[src/rtl/hrs_pkg.sv]
// ----------------------------------------------------------------------------
// hrs_pkg
// shared types and constants of the homography reprojection scorer
// ----------------------------------------------------------------------------
package hrs_pkg;

   typedef enum logic [2:0] {
      REG_H00_H01 = 3'd0,
      REG_H02_H10 = 3'd1,
      REG_H11_H12 = 3'd2,
      REG_H20_H21 = 3'd3,
      REG_H22     = 3'd4,
      REG_MODE    = 3'd5
   } reg_idx_type;

   localparam logic [63:0] RST_H00_H01 = 64'h0100_0000_0000_0000;
   localparam logic [63:0] RST_H02_H10 = 64'h0;
   localparam logic [63:0] RST_H11_H12 = 64'h0100_0000_0000_0000;
   localparam logic [63:0] RST_H20_H21 = 64'h0;
   localparam logic [31:0] RST_H22     = 32'h0100_0000;

   localparam logic [31:0] ONE_Q16 = 32'h0001_0000;

   // iteration counts of the shared units
   localparam int MUL_STEPS  = 9;
   localparam int SQ_STEPS   = 3;
   localparam int DIV_STEPS  = 33;
   localparam int ROOT_STEPS = 32;

   typedef struct packed {
      logic       ready;
      logic       mul_go;
      logic       sq_go;
      logic [3:0] idx;
      logic       div_init;
      logic       div_step;
      logic       fix;
      logic       root_init;
      logic       root_step;
      logic       update;
   } cmd_type;

   typedef struct packed {
      logic in_valid;
      logic zden;
      logic out_free;
   } status_type;

endpackage

[src/rtl/hrs_ctrl.sv]
// ----------------------------------------------------------------------------
// hrs_ctrl
// sequencer: steps the datapath through products, divides, squares and root
// ----------------------------------------------------------------------------
module hrs_ctrl
   import hrs_pkg::*;
(
   input  logic       clock,
   input  logic       reset,
   input  status_type sts,
   output cmd_type    cmd
);

   typedef enum logic [10:0] {
      S_IDLE    = 11'b000_0000_0001,
      S_MUL     = 11'b000_0000_0010,
      S_MDRAIN  = 11'b000_0000_0100,
      S_CHK     = 11'b000_0000_1000,
      S_DIV     = 11'b000_0001_0000,
      S_FIX     = 11'b000_0010_0000,
      S_SQ      = 11'b000_0100_0000,
      S_SQDRAIN = 11'b000_1000_0000,
      S_RINIT   = 11'b001_0000_0000,
      S_ROOT    = 11'b010_0000_0000,
      S_UPD     = 11'b100_0000_0000
   } state_type;

   state_type  state_ff, state_in;
   logic [5:0] cnt_ff, cnt_in;

   always_comb begin
      state_in = state_ff;
      cnt_in   = cnt_ff;
      cmd      = '0;
      case (state_ff)
         S_IDLE: begin
            cmd.ready = 1'b1;
            if (sts.in_valid) begin
               state_in = S_MUL;
               cnt_in   = '0;
            end
         end
         S_MUL: begin
            cmd.mul_go = 1'b1;
            cmd.idx    = cnt_ff[3:0];
            if (cnt_ff == 6'(MUL_STEPS - 1)) state_in = S_MDRAIN;
            else cnt_in = cnt_ff + 6'd1;
         end
         S_MDRAIN: state_in = S_CHK;
         S_CHK: begin
            if (sts.zden) begin
               state_in = S_UPD;
            end else begin
               cmd.div_init = 1'b1;
               state_in     = S_DIV;
               cnt_in       = '0;
            end
         end
         S_DIV: begin
            cmd.div_step = 1'b1;
            if (cnt_ff == 6'(DIV_STEPS - 1)) state_in = S_FIX;
            else cnt_in = cnt_ff + 6'd1;
         end
         S_FIX: begin
            cmd.fix  = 1'b1;
            state_in = S_SQ;
            cnt_in   = '0;
         end
         S_SQ: begin
            cmd.sq_go = 1'b1;
            cmd.idx   = cnt_ff[3:0];
            if (cnt_ff == 6'(SQ_STEPS - 1)) state_in = S_SQDRAIN;
            else cnt_in = cnt_ff + 6'd1;
         end
         S_SQDRAIN: state_in = S_RINIT;
         S_RINIT: begin
            cmd.root_init = 1'b1;
            state_in      = S_ROOT;
            cnt_in        = '0;
         end
         S_ROOT: begin
            cmd.root_step = 1'b1;
            if (cnt_ff == 6'(ROOT_STEPS - 1)) state_in = S_UPD;
            else cnt_in = cnt_ff + 6'd1;
         end
         S_UPD: begin
            if (sts.out_free) begin
               cmd.update = 1'b1;
               state_in   = S_IDLE;
            end
         end
         default: state_in = S_IDLE;
      endcase
   end

   always_ff @(posedge clock) begin
      if (reset) begin
         state_ff <= S_IDLE;
         cnt_ff   <= '0;
      end else begin
         state_ff <= state_in;
         cnt_ff   <= cnt_in;
      end
   end

endmodule

[config.mk]
export PLATFORM = sky130hd
export DESIGN_NAME = hrs_ctrl
export DESIGN_NICKNAME = d
export VERILOG_FILES = /design/src/rtl/hrs_pkg.sv /design/src/rtl/hrs_ctrl.sv
export SDC_FILE = /design/constraint.sdc
export NUM_CORES = 1
export LEC_CHECK = 0
export BUFFER_PORTS_ARGS = -buffer_cell sky130_fd_sc_hd__buf_2
export CAP_MARGIN = 25
export CORE_UTILIZATION = 35
export CTS_BUF_LIST = sky130_fd_sc_hd__clkbuf_4
export DETAILED_ROUTE_END_ITERATION = 8
export GPL_TIMING_DRIVEN = 0
export HOLD_SLACK_MARGIN = 0.12
export PLACE_DENSITY_LB_ADDON = 0.1
export RECOVER_POWER = 25
export SKIP_LAST_GASP = 1
export SYNTH_ARGS = -nofsm -noshare
export SYNTH_HDL_FRONTEND = slang
export SYNTH_SLANG_ARGS = --single-unit
[constraint.sdc]
create_clock -name clock -period 2.7 [get_ports clock]
set_input_delay 0.54 -clock clock [delete_from_list [all_inputs] [get_ports clock]]
set_output_delay 0.54 -clock clock [all_outputs]
set_load 0.01 [all_outputs]
==> flow_metrics.env <==
export IMPL_status="finished, final reports clean"
export IMPL_vdd_drop_max_mv=0.292
export IMPL_netSwitchingFraction_pct=42.0
export IMPL_fillers=374
export IMPL_cts_sinks=17
export IMPL_synth_area_um2=1340
export IMPL_path_clk_slew_ns=0.12
export IMPL_syn2layout_area_growth_pct=16.3
export IMPL_period_share_pct=97.0
export IMPL_ios=18
export IMPL_cts_buffers=3
export IMPL_relSlewSlack_pct=62.1
export IMPL_synthFlopType="dfxtp_1"
export IMPL_tns_ns=0
export IMPL_fmax_mhz=382
export IMPL_worst_setup_path_start_kind="register"
export IMPL_ys_ff_latch=17
export IMPL_critPathLaunch="state_ff[9]"
export IMPL_via_count=1228
export IMPL_cts_root_buf="clkbuf_4"
export IMPL_arrival_ns=2.08
export IMPL_avgRoutedWirePerCell_um=15.2
export IMPL_async_flop_share_pct=0
export IMPL_drc_errors=0
export IMPL_initial_core_util_pct=36.5
export IMPL_syn_inst=153
export IMPL_core_area_um2=3660
export IMPL_power_frac_clock_pct=19.0
export IMPL_yosysUniqueCellTypes=53
export IMPL_crit_reg2reg_capture="cnt_ff[4]"
export IMPL_overflow=0
export IMPL_final_seq_area_um2=340
export IMPL_min_path_type="primary input to register"
export IMPL_first_pass_iters=4
export IMPL_yosysWarningCount=0
export IMPL_final_setup_skew_ns=0.00889
export IMPL_totalPowerFinal_uw=875
export IMPL_drt_total_wl_um=3440
export IMPL_fin_nets=187
export IMPL_power_switching_uw=368
export IMPL_synth_avg_cell_area_um2=8.74
export IMPL_gp_congestion=0.764
export IMPL_grt_use_total_pct=18.2
export IMPL_grt_max_degree=11
export IMPL_grt_first_pass_wirelength_um=5530
export IMPL_io_buffers=17
export IMPL_critPathRequiredTime_ns=2.16
export IMPL_rr_startpoint="state_ff[9]"
export IMPL_viasPerCell=5.43
export IMPL_worstPathMaxFanout=8
export IMPL_setup_viol=0
export IMPL_multi_input_area_um2=918
export IMPL_powerDensity_nw_per_um2=563
export IMPL_rsz0062_at_grt="false"
export IMPL_p_seq_share_pct=35.4
export IMPL_antennaDiodeCount=0
export IMPL_die_area_um2=4070
export IMPL_worstHoldStart="sts[0]"
export IMPL_grt_pass1_vias=1141
export IMPL_final_util_pct=42.5
export IMPL_cts_max_level=1
export IMPL_place_area_um2=1480
export IMPL_min_period_ns=2.62
export IMPL_die_w_um=63.8
export IMPL_comb_power_share_pct=45.6
export IMPL_p_leak_uw=0.000646
export IMPL_num_rows=22
export IMPL_final_hold_violation_count=0
export IMPL_tritoncts="done"
export IMPL_cp_endpoint="cmd[5]"
export IMPL_synth_nets=161
export IMPL_worst_pin_slew_ns=0.564
export IMPL_endpoint_kind="primary output"
export IMPL_cts_buffer_depth=2
export IMPL_reg2reg_slack_ns=0.30
export IMPL_path_class="register to primary output"
export IMPL_drtIter0Drc=37
export IMPL_ys_seq_area_share_pct=25.4
export IMPL_worstRegToRegCells=8
export IMPL_worstSkewPairLatency_ns=0.32
export IMPL_postRouteAntennaNets=0
export IMPL_antenna_found_initial=0
export IMPL_dp_hpwl_um=2590
export IMPL_maxSlewViolCount=0
export IMPL_max_cap_violations=0
export IMPL_drive_above_1_share_pct=32.6
export IMPL_die_h_um=63.8
export IMPL_final_cell_area_um2=1560
export IMPL_p_int_uw=508
export IMPL_synth_edf_count=0
layout by cell type (no fill, tap or decap), drive strengths merged, types with 4 or more instances in the layout:
| master | instances |
|---|---|
| a21oi | 10 |
| nor2 | 16 |
| nor4 | 10 |
| nor2b | 4 |
| nand4 | 5 |
| nor4b | 5 |
| nand2 | 13 |
| dfxtp | 17 |
| nor3 | 5 |
| inv | 7 |
| clkbuf | 6 |
| buf | 27 |
| and3 | 4 |
| nand3 | 6 |
cells by family (layout without fill, tap and decap cells):
| kind of cell | after synthesis | after routing | synth area share [%] |
|---|---|---|---|
| AO/OA/AOI/OAI | 25 | 25 | 17.7 |
| XOR/XNOR | 5 | 5 | 3.27 |
| adder cells (fa/ha/maj) | 3 | 3 | 2.81 |
| buffers and inverters | 15 | 40 | 6.83 |
| flip-flops | 17 | 17 | 25.4 |
| AND/OR/NAND/NOR | 88 | 88 | 44.0 |
routing by layer:
layer / global-route usage (%) / vias up / part of all wire (%)
met1: 23.1 / 586 / 50
met5: 0 / - / 0
met4: 9.94 / 0 / 2.3
li1: - / 614 / -
met3: 2.68 / 9 / 2.1
met2: 29.5 / 19 / 46
cell type report:
cell class	instances	share of cell area [%]
buffer	8	4.18
clock buffer	4	1.93
inverter	7	1.69
multi-input combinational	121	59.1
sequential	17	21.9
tap	48	3.86
timing repair buffer	21	7.40
through the flow:
stage | hold WS (ns) | setup slack, ns | cells
after global placement | 0.537 | 0.219 | 218
final | 0.505 | 0.0823 | 226
after global routing | 0.527 | 0.00893 | 226
after floorplan | 0.486 | 0.617 | 153
after detailed placement | 0.545 | 0.220 | 218
after CTS | 0.512 | 0.0772 | 223
power by group through the flow:
stage	registers, uW	logic (uW)	clock network [uW]
final	310	399	167
after global routing	314	442	185
after CTS	311	369	170
after detailed placement	316	372	0
after global placement	315	368	0
after floorplan	307	288	0
flip-flops by register name, indices dropped and copies added (netlist names):
| register | cells |
|---|---|
| state_ff | 11 |
| cnt_ff | 6 |
cells in the mapped netlist, drive strengths merged (2+ instances only):
cell type  count  share of area, %
a21oi         10               4.9
a311oi         2               2.2
and2           3               1.4
and3           4               2.1
buf            6               4.0
clkbuf         2              0.84
dfxtp         17                25
ha             3               2.8
inv            7               2.0
nand2         13               4.2
nand2b         3               1.4
nand3          6               2.2
nand4          5               2.8
nand4b         3               2.0
nor2          16               4.5
nor2b          4               1.9
nor3           5               2.2
nor4          10               8.5
nor4b          5               4.2
o2bb2ai        2               1.3
o31ai          2               1.9
or2            3               1.4
or3b           2               1.3
xnor2          2               1.3
xor2           3               2.0
how the worst min path moves through the flow:
| stage | end | slack (ns) | cells after the start |
|---|---|---|---|
| 2_1_floorplan | state_ff[8] | 0.49 | 2 |
| 3_3_place_gp | state_ff[8] | 0.54 | 2 |
| 3_5_place_dp | state_ff[8] | 0.55 | 2 |
| 4_1_cts | state_ff[10] | 0.51 | 4 |
| 5_1_grt | state_ff[10] | 0.53 | 4 |
| 6_report | state_ff[10] | 0.51 | 4 |
timing repair:
item                       CTS  global route
hold endpoints to repair     0             0
pin swaps                    2             1
setup endpoints to repair    2             2
gates resized for setup      1             1
setup buffers                1             3
hold buffers                 0             0
worst max-delay path: stages, from the launching register on:
cell	delay (ns)
dfxtp_1	0.32
buf_4	0.16
nor4_4	0.41
nand2_4	0.14
nor4_1	0.50
buf_2	0.23
No activity file was read; power rests on OpenSTA's default activity.
